<file path="src/rtl/rpc_bind_ack_parser_unit_macros.svh">
// Assertion macros shared by the bind acknowledge parser RTL.
`ifndef RPC_BIND_ACK_PARSER_UNIT_MACROS_SVH
`define RPC_BIND_ACK_PARSER_UNIT_MACROS_SVH
`ifndef NO_ASSERTIONS
// Check a property on every clock edge outside reset.
`define RBAP_ASSERT(lbl, prop) \
    lbl: assert property (@(posedge clk) disable iff (!rst_n) (prop)) \
        else $error("bind acknowledge parser assertion failed");
// Check a property on every clock edge, reset included.
`define RBAP_ASSERT_NR(lbl, prop) \
    lbl: assert property (@(posedge clk) (prop)) \
        else $error("bind acknowledge parser reset assertion failed");
`else
`define RBAP_ASSERT(lbl, prop)
`define RBAP_ASSERT_NR(lbl, prop)
`endif
`endif

</file>
<file path="src/rtl/rbap_pkg.sv">
// Types and constants for the bind acknowledge parser.
`default_nettype none
package rbap_pkg;

    // One received byte of the PDU.
    typedef struct packed {
        logic [7:0] rx_byte;
        logic       frame_end;
    } rbap_in_t;

    // One parse result, given at frame end.
    typedef struct packed {
        logic [2:0]  status;
        logic [15:0] max_transmit;
        logic [15:0] max_receive;
        logic [31:0] assoc_group;
        logic [15:0] context_result;
        logic [15:0] context_reason;
        logic [63:0] syntax_uuid_low;
        logic [63:0] syntax_uuid_high;
        logic [15:0] syntax_major;
        logic [15:0] syntax_minor;
    } rbap_out_t;

    // Byte held in the input register, with its processing strobe.
    typedef struct packed {
        logic     valid;
        rbap_in_t data;
    } rbap_step_t;

    // Header check settings.
    typedef struct packed {
        logic [7:0] rpc_version;
        logic [7:0] packet_type;
        logic [7:0] flag_mask;
    } rbap_cfg_t;

    typedef enum logic [2:0] {
        ST_OK         = 3'd0,
        ST_BAD_HEADER = 3'd1,
        ST_BODY_SHORT = 3'd2,
        ST_SEC_SHORT  = 3'd3,
        ST_LIST_SHORT = 3'd4,
        ST_NO_RESULT  = 3'd5,
        ST_REJECTED   = 3'd6
    } rbap_status_t;

    // Register indexes on the configuration port.
    localparam logic [1:0] CFG_RPC_VERSION = 2'd0;
    localparam logic [1:0] CFG_PACKET_TYPE = 2'd1;
    localparam logic [1:0] CFG_FLAG_MASK   = 2'd2;

    localparam logic [7:0] RESET_RPC_VERSION = 8'd5;
    localparam logic [7:0] RESET_PACKET_TYPE = 8'd12;
    localparam logic [7:0] RESET_FLAG_MASK   = 8'd3;

    localparam logic [16:0] HDR_SIZE     = 17'd16;
    localparam logic [7:0]  DREP_BYTE    = 8'h10;
    localparam logic [15:0] MIN_BIND_ACK = 16'd36;
    localparam logic [17:0] RESULT_SPAN  = 18'd24;
    localparam logic [16:0] ALIGN_MASK   = 17'd3;
    localparam logic [16:0] POS_MAX      = 17'h1FFFF;
    localparam logic [16:0] SEC_BASE     = 17'd26;

endpackage
`default_nettype wire

</file>
<file path="src/rtl/rbap_cfg_regs.sv">
// Configuration registers for the header checks.
`default_nettype none
module rbap_cfg_regs (
    input  logic              clk,
    input  logic              rst_n,
    input  logic              cfg_valid,
    output logic              cfg_ready,
    input  logic [1:0]        cfg_index,
    input  logic [7:0]        cfg_data,
    output rbap_pkg::rbap_cfg_t cfg
);
    import rbap_pkg::*;

    rbap_cfg_t cfg_reg;
    rbap_cfg_t cfg_next;

    assign cfg_ready = 1'b1;
    assign cfg     = cfg_reg;

    // Decode the write index; unknown indexes are dropped.
    always_comb
    begin
        cfg_next = cfg_reg;
        if (cfg_valid)
        begin
            case (cfg_index)
                CFG_RPC_VERSION: cfg_next.rpc_version = cfg_data;
                CFG_PACKET_TYPE: cfg_next.packet_type = cfg_data;
                CFG_FLAG_MASK:   cfg_next.flag_mask   = cfg_data;
                default:         cfg_next             = cfg_reg;
            endcase
        end
    end

    always_ff @(posedge clk or negedge rst_n)
    begin
        if (!rst_n)
        begin
            cfg_reg.rpc_version <= RESET_RPC_VERSION;
            cfg_reg.packet_type <= RESET_PACKET_TYPE;
            cfg_reg.flag_mask   <= RESET_FLAG_MASK;
        end
        else
        begin
            cfg_reg <= cfg_next;
        end
    end

endmodule
`default_nettype wire

</file>
<file path="src/rtl/rbap_in_stage.sv">
// Input register for received PDU bytes.
`default_nettype none
module rbap_in_stage (
    input  logic                 clk,
    input  logic                 rst_n,
    input  logic                 pdu_valid,
    output logic                 pdu_ready,
    input  rbap_pkg::rbap_in_t   pdu,
    input  logic                 advance,
    output rbap_pkg::rbap_step_t head
);
    import rbap_pkg::*;

    logic     valid_reg;
    logic     valid_next;
    rbap_in_t data_reg;

    // Take a new request whenever the held one is empty or moving on.
    assign pdu_ready  = !valid_reg || advance;
    assign valid_next = pdu_ready ? pdu_valid : valid_reg;

    assign head.valid = valid_reg;
    assign head.data  = data_reg;

    always_ff @(posedge clk or negedge rst_n)
    begin
        if (!rst_n)
        begin
            valid_reg <= 1'b0;
        end
        else
        begin
            valid_reg <= valid_next;
        end
    end

    // Hold the payload until the next request is taken.
    always_ff @(posedge clk)
    begin
        if (pdu_valid && pdu_ready)
        begin
            data_reg <= pdu;
        end
    end

endmodule
`default_nettype wire

</file>
<file path="src/rtl/rbap_capture.sv">
// Frame state, header checks, field capture and frame-end status.
`default_nettype none
module rbap_capture (
    input  logic                 clk,
    input  logic                 rst_n,
    input  rbap_pkg::rbap_cfg_t  cfg,
    input  rbap_pkg::rbap_step_t step,
    output logic                 done,
    output rbap_pkg::rbap_out_t  result
);
    import rbap_pkg::*;

    logic [16:0] pos_reg,     pos_next;
    logic        hdr_ok_reg,  hdr_ok_next;
    logic [15:0] frag_reg,    frag_next;
    logic [15:0] sec_reg,     sec_next;
    logic [16:0] rlo_reg,     rlo_next;
    logic [7:0]  count_reg,   count_next;
    logic [15:0] max_tx_reg,  max_tx_next;
    logic [15:0] max_rx_reg,  max_rx_next;
    logic [31:0] assoc_reg,   assoc_next;
    logic [15:0] ctx_res_reg, ctx_res_next;
    logic [15:0] ctx_rsn_reg, ctx_rsn_next;
    logic [63:0] uuid_lo_reg, uuid_lo_next;
    logic [63:0] uuid_hi_reg, uuid_hi_next;
    logic [15:0] major_reg,   major_next;
    logic [15:0] minor_reg,   minor_next;

    logic [7:0]   b;
    logic [16:0]  p;
    logic [16:0]  rel;
    logic [16:0]  rlo_sum;
    logic [16:0]  sec_end;
    logic [17:0]  list_end;
    logic [17:0]  span_end;
    rbap_status_t status;

    assign b    = step.data.rx_byte;
    assign p    = pos_reg;
    assign rel  = p - rlo_reg;
    assign done = step.valid && step.data.frame_end;

    // Apply this byte to the frame state.
    always_comb
    begin
        hdr_ok_next  = hdr_ok_reg;
        frag_next    = frag_reg;
        sec_next     = sec_reg;
        rlo_next     = rlo_reg;
        count_next   = count_reg;
        max_tx_next  = max_tx_reg;
        max_rx_next  = max_rx_reg;
        assoc_next   = assoc_reg;
        ctx_res_next = ctx_res_reg;
        ctx_rsn_next = ctx_rsn_reg;
        uuid_lo_next = uuid_lo_reg;
        uuid_hi_next = uuid_hi_reg;
        major_next   = major_reg;
        minor_next   = minor_reg;
        rlo_sum      = SEC_BASE + {1'b0, b, sec_reg[7:0]} + ALIGN_MASK;

        if (p < HDR_SIZE)
        begin
            // Header checks and fragment length.
            if (p == 17'd0 && b != cfg.rpc_version)
                hdr_ok_next = 1'b0;
            if (p == 17'd2 && b != cfg.packet_type)
                hdr_ok_next = 1'b0;
            if (p == 17'd3 && (b & cfg.flag_mask) != cfg.flag_mask)
                hdr_ok_next = 1'b0;
            if (p == 17'd4 && b != DREP_BYTE)
                hdr_ok_next = 1'b0;
            if (p == 17'd8)
                frag_next[7:0] = b;
            if (p == 17'd9)
                frag_next[15:8] = b;
        end
        else if (p < {1'b0, frag_reg})
        begin
            if (p < 17'd18)
                max_tx_next[{p[0], 3'b000} +: 8] = b;
            else if (p < 17'd20)
                max_rx_next[{p[0], 3'b000} +: 8] = b;
            else if (p < 17'd24)
                assoc_next[{p[1:0], 3'b000} +: 8] = b;
            else if (p == 17'd24)
                sec_next[7:0] = b;
            else if (p == 17'd25)
            begin
                sec_next[15:8] = b;
                rlo_next       = rlo_sum & ~ALIGN_MASK;
            end
            else if (p >= rlo_reg && rel < 17'd28)
            begin
                // Result list: count, first result, transfer syntax.
                if (rel == 17'd0)
                    count_next = b;
                else if (rel >= 17'd4 && rel < 17'd6)
                    ctx_res_next[{rel[0], 3'b000} +: 8] = b;
                else if (rel >= 17'd6 && rel < 17'd8)
                    ctx_rsn_next[{rel[0], 3'b000} +: 8] = b;
                else if (rel >= 17'd8 && rel < 17'd16)
                    uuid_lo_next[{rel[2:0], 3'b000} +: 8] = b;
                else if (rel >= 17'd16 && rel < 17'd24)
                    uuid_hi_next[{rel[2:0], 3'b000} +: 8] = b;
                else if (rel >= 17'd24 && rel < 17'd26)
                    major_next[{rel[0], 3'b000} +: 8] = b;
                else if (rel >= 17'd26)
                    minor_next[{rel[0], 3'b000} +: 8] = b;
            end
        end

        // Count bytes, saturating.
        pos_next = (p == POS_MAX) ? p : p + 17'd1;
    end

    // Judge the frame from the state that includes the final byte.
    assign sec_end  = SEC_BASE + {1'b0, sec_next};
    assign list_end = {1'b0, rlo_next} + 18'd4;
    assign span_end = list_end + RESULT_SPAN;

    always_comb
    begin
        if (pos_next < HDR_SIZE || !hdr_ok_next || {1'b0, frag_next} < HDR_SIZE
            || {1'b0, frag_next} > pos_next)
            status = ST_BAD_HEADER;
        else if (frag_next < MIN_BIND_ACK)
            status = ST_BODY_SHORT;
        else if (sec_end > {1'b0, frag_next})
            status = ST_SEC_SHORT;
        else if (list_end > {2'b00, frag_next})
            status = ST_LIST_SHORT;
        else if (count_next == 8'd0 || span_end > {2'b00, frag_next})
            status = ST_NO_RESULT;
        else if (ctx_res_next != 16'd0)
            status = ST_REJECTED;
        else
            status = ST_OK;
    end

    // Drive the fields only for an accepted or rejected result.
    always_comb
    begin
        result        = '0;
        result.status = status;
        if (status == ST_OK || status == ST_REJECTED)
        begin
            result.max_transmit     = max_tx_next;
            result.max_receive      = max_rx_next;
            result.assoc_group      = assoc_next;
            result.context_result   = ctx_res_next;
            result.context_reason   = ctx_rsn_next;
            result.syntax_uuid_low  = uuid_lo_next;
            result.syntax_uuid_high = uuid_hi_next;
            result.syntax_major     = major_next;
            result.syntax_minor     = minor_next;
        end
    end

    // Advance the frame state; clear it after the final byte.
    always_ff @(posedge clk or negedge rst_n)
    begin
        if (!rst_n)
        begin
            pos_reg     <= '0;
            hdr_ok_reg  <= 1'b1;
            frag_reg    <= '0;
            sec_reg     <= '0;
            rlo_reg     <= '0;
            count_reg   <= '0;
            max_tx_reg  <= '0;
            max_rx_reg  <= '0;
            assoc_reg   <= '0;
            ctx_res_reg <= '0;
            ctx_rsn_reg <= '0;
            uuid_lo_reg <= '0;
            uuid_hi_reg <= '0;
            major_reg   <= '0;
            minor_reg   <= '0;
        end
        else if (done)
        begin
            pos_reg     <= '0;
            hdr_ok_reg  <= 1'b1;
            frag_reg    <= '0;
            sec_reg     <= '0;
            rlo_reg     <= '0;
            count_reg   <= '0;
            max_tx_reg  <= '0;
            max_rx_reg  <= '0;
            assoc_reg   <= '0;
            ctx_res_reg <= '0;
            ctx_rsn_reg <= '0;
            uuid_lo_reg <= '0;
            uuid_hi_reg <= '0;
            major_reg   <= '0;
            minor_reg   <= '0;
        end
        else if (step.valid)
        begin
            pos_reg     <= pos_next;
            hdr_ok_reg  <= hdr_ok_next;
            frag_reg    <= frag_next;
            sec_reg     <= sec_next;
            rlo_reg     <= rlo_next;
            count_reg   <= count_next;
            max_tx_reg  <= max_tx_next;
            max_rx_reg  <= max_rx_next;
            assoc_reg   <= assoc_next;
            ctx_res_reg <= ctx_res_next;
            ctx_rsn_reg <= ctx_rsn_next;
            uuid_lo_reg <= uuid_lo_next;
            uuid_hi_reg <= uuid_hi_next;
            major_reg   <= major_next;
            minor_reg   <= minor_next;
        end
    end

endmodule
`default_nettype wire

</file>
<file path="src/rtl/rpc_bind_ack_parser_unit.sv">
// Result: a frame_end byte is accepted into the input register, then the result register loads
// as that byte moves on, and the result can be taken from the result register.
// Throughput: one byte per cycle; a frame_end byte waits in the input register
// only while the previous result is still held in the result register.
// Reset: frame state is cleared, settings return to version 5, type 12,
// flag mask 3, and no result is pending; no clearing pass is needed.
`default_nettype none
`include "rpc_bind_ack_parser_unit_macros.svh"
module rpc_bind_ack_parser_unit (
    input  logic                clk,
    input  logic                rst_n,
    input  logic                cfg_valid,
    output logic                cfg_ready,
    input  logic [1:0]          cfg_index,
    input  logic [7:0]          cfg_data,
    input  logic                pdu_valid,
    output logic                pdu_ready,
    input  rbap_pkg::rbap_in_t  pdu,
    output logic                res_valid,
    input  logic                res_ready,
    output rbap_pkg::rbap_out_t res
);
    import rbap_pkg::*;

    rbap_cfg_t  cfg;
    rbap_step_t head;
    rbap_step_t step;
    logic       advance;
    logic       done;
    rbap_out_t  result;

    logic       res_valid_reg, res_valid_next;
    rbap_out_t  res_reg;

    rbap_cfg_regs u_cfg (
        .clk       (clk),
        .rst_n     (rst_n),
        .cfg_valid (cfg_valid),
        .cfg_ready (cfg_ready),
        .cfg_index (cfg_index),
        .cfg_data  (cfg_data),
        .cfg       (cfg)
    );

    rbap_in_stage u_in (
        .clk       (clk),
        .rst_n     (rst_n),
        .pdu_valid (pdu_valid),
        .pdu_ready (pdu_ready),
        .pdu       (pdu),
        .advance   (advance),
        .head      (head)
    );

    // Move a byte on unless it ends a frame and the result slot is full and not being taken.
    assign advance    = head.valid &&
                        (!head.data.frame_end || !res_valid_reg || res_ready);
    assign step.valid = advance;
    assign step.data  = head.data;

    rbap_capture u_capture (
        .clk    (clk),
        .rst_n  (rst_n),
        .cfg    (cfg),
        .step   (step),
        .done   (done),
        .result (result)
    );

    // Result register: load on frame end, drop when taken.
    always_comb
    begin
        if (done)
            res_valid_next = 1'b1;
        else if (res_ready)
            res_valid_next = 1'b0;
        else
            res_valid_next = res_valid_reg;
    end

    always_ff @(posedge clk or negedge rst_n)
    begin
        if (!rst_n)
        begin
            res_valid_reg <= 1'b0;
        end
        else
        begin
            res_valid_reg <= res_valid_next;
        end
    end

    always_ff @(posedge clk)
    begin
        if (done)
        begin
            res_reg <= result;
        end
    end

    assign res_valid = res_valid_reg;
    assign res       = res_reg;

    // A blocked frame end stays in the input register.
    `RBAP_ASSERT(a_end_held, head.valid && head.data.frame_end && res_valid_reg && !res_ready |=> head.valid && head.data.frame_end)
    // A new result follows a frame-end byte.
    `RBAP_ASSERT(a_result_from_end, $rose(res_valid_reg) |-> $past(head.valid && head.data.frame_end))
    // Failed frames carry zero fields.
    `RBAP_ASSERT(a_fail_zero, res_valid_reg && res_reg.status != ST_OK && res_reg.status != ST_REJECTED |-> res_reg.max_transmit == 16'd0 && res_reg.assoc_group == 32'd0 && res_reg.syntax_uuid_low == 64'd0)
    // Rejection means a nonzero presentation result.
    `RBAP_ASSERT(a_reject_code, res_valid_reg && res_reg.status == ST_REJECTED |-> res_reg.context_result != 16'd0)
    // No result is pending once reset has been held over a clock edge.
    `RBAP_ASSERT_NR(a_reset_idle, !rst_n && !$past(rst_n) |-> !res_valid_reg)

endmodule
`default_nettype wire
</file>
<file path="config.mk">
export PLATFORM = sky130hd
export DESIGN_NAME = rpc_bind_ack_parser_unit
export DESIGN_NICKNAME = d
export VERILOG_FILES = /design/src/rtl/rbap_pkg.sv /design/src/rtl/rbap_cfg_regs.sv /design/src/rtl/rbap_in_stage.sv /design/src/rtl/rbap_capture.sv /design/src/rtl/rpc_bind_ack_parser_unit.sv
export VERILOG_INCLUDE_DIRS = /design/src /design/src/rtl
export SDC_FILE = /design/constraint.sdc
export NUM_CORES = 1
export LEC_CHECK = 0
export BUFFER_PORTS_ARGS = -buffer_cell sky130_fd_sc_hd__buf_4
export CAP_MARGIN = 20
export CORE_UTILIZATION = 50
export DETAILED_ROUTE_END_ITERATION = 12
export PLACE_DENSITY_LB_ADDON = 0.25
export SLEW_MARGIN = 5
export SYNTH_ARGS = -nofsm -noshare
export SYNTH_HDL_FRONTEND = slang
export SYNTH_SLANG_ARGS = --single-unit
</file>
<file path="constraint.sdc">
create_clock -name clk -period 15.95 [get_ports clk]
set_input_delay 1.595 -clock clk [delete_from_list [all_inputs] [get_ports clk]]
set_output_delay 1.595 -clock clk [all_outputs]
set_load 0.03 [all_outputs]
</file>
==> reports/qor.csv, run 1 <==
stage,metric,value,unit
run_status,status,"complete, no violations",
timing,Worst-Margin Slew,1.21,ns
clocking,clock tree sinks,625,
routing,final WL,110,mm
clocking,"CTS clk-pin slew, worst paths",0.06,ns
pwr,pwr dens,106,nW/um2
clocking,postcts setup bufs,0,
layout,area of the multi-input gates,16200,um2
clocking,htree depth,3,
setup_path,CP startpoint,u_capture.p[0],
synth,Post-synth ARST share,57.1,%
floorplanning,Starting Density,50.6,%
min_path,worst hold path type,reg2reg,
min_path,worst hold path depth,2,
timing,setup violators final,0,
routing,DR iter-0 viols,3348,
setup_path,critical path peak fanout,99,
global_routing,M3 GR Usage,5.09,%
setup_path,worst path required time,16.39,ns
placement,DPL Wire Length,71.5,mm
placement,GPL Wtd Cong,0.964,
clocking,maximum root-to-sink buffer count,3,
setup_path,Worst EP arrival,9.48,ns
routing,drt first pass iters,6,
routing,Vias/cell,6.14,
clocking,worst skew pair latency,0.64,ns
floorplanning,# rows,96,
timing,Rel. slew slack,19.1,%
synth,Mapped Cells,3597,
setup_path,Worst path max stage delay,0.77,ns
global_routing,GR Layer Usage met2,47.3,%
pwr,leakage,0.0155,uW
setup_path,cells on worst reg2reg path,29,
clocking,CTS buffer count,70,
setup_path,reg-to-reg startpoint,u_capture.p[0],
setup_path,CP max stage cell,dfrtp_1,
routing,total number of vias,29000,
placement,Port Buffers,284,
layout,layout cells sized above 1,14.4,%
setup_path,Startpoint Class,flop,
layout,max reg flops,259,
routing,antenna-violating nets left,0,
global_routing,number of global-route vias before repair,27000,
layout,"Area growth, synth to finish",14.4,%
timing,Final Hold Fails,0,
global_routing,first-pass GRT wire length,166,mm
timing,period utilisation layout,56.7,%
layout,register area,17000,um2
clocking,clock root cell,clkbuf_16,
clocking,post-CTS sizing,0,
clocking,CTS tree,built,
layout,Layout Nets,3869,
synth,syn avg cell area,9.64,um2
flow_run,maxcap violations,0,
floorplanning,# IOs,286,
setup_path,critical path class,reg2reg,
timing,Max Freq,111,MHz
global_routing,initial antenna violation count,2,
setup_path,most used cell along the critical path,buf_4,
routing,Residual DRC,0,
synth,Most used DFF post-synth,dfrtp_1,
routing,WL/cell,23.3,um
global_routing,largest net degree at the start of global routing,158,
synth,count of cell types in the netlist,91,
pwr,maximum vdd ir drop,0.0000797,V
setup_path,CP Capture Type,flop,
timing,slack of the critical path,6.91,ns
global_routing,Overall Global Routing Usage,30.6,%
timing,clock skew,0.0288,ns
synth,Mapped Area,34700,um2
layout,post-layout util,57.9,%
global_routing,GRT Max-Usage Layer,met2,
synth,number of synthesized flops with an enable pin,268,
floorplanning,Core ar.,68600,um2
min_path,min-delay src,u_capture.major_reg[0],
pwr,Pwr Total,4210,uW
global_routing,GRT met1 Usage,43.0,%
global_routing,gr ovfl total,0,
synth,synth warn,0,
synth,post-synthesis register bit count,625,
timing,worst hold margin,0.475,ns
synth,register area share after synthesis,49.0,%
synth,Post-Syn Nets,3726,
floorplanning,Die X-Extent,265,um
clocking,Hold Buf Count CTS,0,
timing,RSZ-0062 raised after global routing,false,
layout,Layout fillers,5879,
timing,TNS Setup,0,ns
floorplanning,Die H,265,um
placement,Placement Setup Slack,7.17,ns
timing,"Slew Viols, Final",0,
floorplanning,Die ar.,70400,um2
timing,Tmin final,9.04,ns
## worst max-delay path, delay by kind of cell, from the launching register on
kind | cells | cell delay (ns)
AOI/OAI and AO/OA | 9 | 2.83
DFF | 1 | 0.77
and+or+nand+nor | 11 | 2.05
xor gates and xnor gates | 1 | 0.14
adders and majority gates | 2 | 0.69
buffers and inverters | 5 | 1.71
muxes | 1 | 0.51
## cell usage in the layout (no fill, tap or decap), types with 25 or more instances in the layout
master and n:
nand3_1 163, clkbuf_1 25, nand2_1 562, nor3_1 40
nand4_1 37, dfrtp_1 350, ha_1 104, xnor2_1 65
o21ai_1 65, mux2i_1 265, edfxtp_1 268, clkbuf_16 71
nor2_1 239, a21oi_1 245, inv_1 78, buf_4 343
mux2_2 26, and3_1 41, a22oi_1 78, o21ai_0 254
## area by class of cell
type	instances	share of cell area [%]
well taps	931	2.93
multi-input cells	2605	40.8
inverters	89	0.841
flip-flops and latches	625	42.8
diodes	1	0.00630
clock inverters	25	0.904
clock buffers	104	4.99
repair buffers	349	6.68
## stage by stage
stage	area, um2	std cells
floorplan	34700	3597
global route	39700	4728
finish	39700	4729
global placement	37300	4594
detailed placement	37300	4594
CTS	39700	4723
## path summary, 6_finish.rpt
kind	slack [ns]	to
max	6.91	res[88]
min	0.47	u_capture.major_reg[0]
max reg2reg	6.91	res[88]
min reg2reg	0.47	u_capture.major_reg[0]
max in group asynchronous	12.90	u_capture.assoc_reg[29]
min in group asynchronous	0.97	u_capture.uuid_hi_reg[43]
## where the power goes
| group | switching (uW) | internal (uW) | total, uW | leakage (uW) |
|---|---|---|---|---|
| clock network | 689 | 967 | 1660 | 0.00113 |
| registers | 88.3 | 1810 | 1890 | 0.00743 |
| logic | 458 | 198 | 656 | 0.00695 |
## kinds of logic after synthesis
logic type	count (synthesis)	share of synthesized area, %
other cells	1	0.0108
flops	625	49.0
buf+inv	367	4.44
mux	292	8.52
compound gates	844	14.5
xor+xnor	86	2.17
fa+ha+maj	105	3.81
simple gates	1277	17.6
## layer usage
metal	routed length (um)	up-vias
li1	-	13200
met1	46300	14300
met2	50800	1370
met3	8990	231
met4	4000	4
met5	27	-
## synthesized netlist by cell type, drive strengths merged, types with 22 or more instances
cell | instances | share of area (%)
a21o | 22 | 0.48
a21oi | 246 | 3.6
a22oi | 78 | 1.7
and2 | 24 | 0.43
and3 | 41 | 0.74
buf | 74 | 1.3
clkbuf | 204 | 2.2
dfrtp | 350 | 25
edfxtp | 268 | 23
ha | 104 | 3.8
inv | 79 | 0.85
mux2 | 27 | 0.88
mux2i | 265 | 7.6
nand2 | 563 | 6.1
nand3 | 164 | 2.4
nand4 | 37 | 0.67
nor2 | 241 | 2.6
nor3 | 54 | 1.2
nor4 | 33 | 1.0
o21ai | 320 | 4.6
o22ai | 22 | 0.40
or3 | 23 | 0.41
xnor2 | 65 | 1.6
No activity file was read; power rests on OpenSTA's default activity.
==> run 2: changes to the inputs <==
Clock period 15.95 ns to 9 ns, I/O delays scaled along.
==> run 2 against run 1 <==
Clock skew grew 0.0028 ns; count of clock-buffer cells in the layout is 23 lower; global-route usage rose by 0.65 points; final area up 0.12%; largest power group unchanged.
==> reports/qor.csv, run 2 (synthesis gave the netlist of run 1 again) <==
stage,metric,value,unit
run_status,status,"complete, no violations",
layout,Layout Nets,3876,
layout,Layout fillers,5908,
clocking,CTS buffer count,70,
timing,clock skew,0.0316,ns
setup_path,worst path required time,9.45,ns
routing,antenna-violating nets left,0,
clocking,clock tree sinks,625,
floorplanning,Starting Density,50.6,%
timing,Rel. slew slack,21.5,%
pwr,maximum vdd ir drop,0.000154,V
placement,DPL Wire Length,71.9,mm
placement,Port Buffers,284,
setup_path,worst path bufs/invs,1,
timing,period utilisation layout,93.6,%
setup_path,Worst path depth,28,
floorplanning,Die X-Extent,265,um
layout,area of the multi-input gates,16200,um2
clocking,maximum root-to-sink buffer count,3,
clocking,postcts setup bufs,0,
routing,WL/cell,23.6,um
clocking,clock root cell,clkbuf_16,
floorplanning,Die H,265,um
global_routing,gr ovfl total,0,
floorplanning,Core ar.,68600,um2
routing,final WL,112,mm
timing,setup violators final,0,
layout,register area,17000,um2
setup_path,Worst EP arrival,8.88,ns
setup_path,cells on worst reg2reg path,28,
global_routing,number of global-route vias before repair,27200,
routing,drt first pass iters,6,
clocking,CTS tree,built,
clocking,htree depth,3,
setup_path,Worst path max stage delay,0.66,ns
routing,total number of vias,29100,
pwr,pwr dens,187,nW/um2
global_routing,first-pass GRT wire length,169,mm
pwr,leakage,0.0155,uW
timing,"Slew Viols, Final",0,
layout,"Area growth, synth to finish",14.6,%
timing,RSZ-0062 raised after global routing,false,
routing,Residual DRC,0,
timing,TNS Setup,0,ns
timing,Worst-Margin Slew,1.18,ns
setup_path,critical path peak fanout,164,
global_routing,initial antenna violation count,0,
setup_path,Startpoint Class,flop,
timing,Tmin final,8.42,ns
layout,final std cells w/o fill,4737,
placement,dpl cells,4601,
layout,"commonest non-fill, non-tap cell in the layout",nand2_1,
floorplanning,# rows,96,
setup_path,critical path class,reg2reg,
clocking,worst skew pair latency,0.64,ns
layout,"commonest cells after routing, fill and taps aside","nand2_1 (562), dfrtp_1 (350), buf_4 (348)",
layout,max reg flops,259,
layout,layout cells sized above 1,14.7,%
global_routing,largest net degree at the start of global routing,174,
setup_path,CP max stage cell,a221oi_1,
flow_run,maxcap violations,0,
timing,Final Hold Fails,0,
setup_path,CP Capture Type,flop,
setup_path,cell family with most CP delay,compound AO/OA/AOI/OAI gates,
floorplanning,Die ar.,70400,um2
floorplanning,# IOs,286,
routing,DR iter-0 viols,3735,
placement,GPL Wtd Cong,0.994,
global_routing,Overall Global Routing Usage,31.2,%
min_path,worst hold path type,in2async,
clocking,"CTS clk-pin slew, worst paths",0.06,ns
timing,Max Freq,119,MHz
routing,Vias/cell,6.14,
pwr,Pwr Total,7420,uW
run 2: cell types whose count changed in the layout (fill, tap and decap cells not counted), moves of 4 or more:
cell and change:
buf_4 +5, clkbuf_1 -17, clkbuf_8 -5, clkinv_1 +12, clkinv_2 +5, clkinvlp_4 +4
run 2: path summary, 6_finish.rpt:
kind	endpoint	start	slack [ns]
setup / recovery	res[21]	u_capture.p[6]	0.58
hold / removal	u_capture.uuid_hi_reg[41]	rst_n	0.27
setup reg to reg	res[21]	u_capture.p[6]	0.58
hold reg to reg	u_capture.major_reg[5]	u_capture.major_reg[5]	0.47
max in group asynchronous	u_capture.assoc_reg[18]	rst_n	6.77
min in group clk	u_in.head[6]	pdu[6]	0.43
run 2: timing repair:
item                                    CTS  global route
resized for setup                         0             1
hold buffers                              0             0
endpoints found under the setup margin    0           225
run 2: stage by stage:
step,worst slack (ns),hold slack [ns],utilization (%),instance area (um2)
2_1_floorplan,0.449,0.442,-,34700
3_3_place_gp,0.882,0.457,54.5,37400
3_5_place_dp,0.699,0.462,54.5,37400
4_1_cts,0.687,0.292,57.9,39700
5_1_grt,0.0308,0.302,58.0,39700
6_report,0.578,0.273,58.0,39700
run 2: cell type report:
cell class                 instances  area share (%)
antenna                            1         0.00630
clock buffer                      81            4.59
clock inverter                    49            1.18
inverter                          89           0.840
multi-input combinational       2605            40.8
sequential                       625            42.7
tap                              931            2.93
timing repair buffer             356            6.89
run 2: power breakdown:
group          internal, uW  leakage (uW)  switching [uW]
combinational           361       0.00699             826
sequential             3200       0.00743             151
clock                  1600       0.00111            1280
total                  5160        0.0155            2260
run 2: metal layers:
metal / vias to the layer above / track usage (%) / routed length, um
li1: 13200 / - / -
met1: 14200 / 44.9 / 46900
met2: 1413 / 47.0 / 50800
met3: 239 / 5.00 / 9790
met4: 0 / 12.7 / 4190
met5: - / 0 / 0
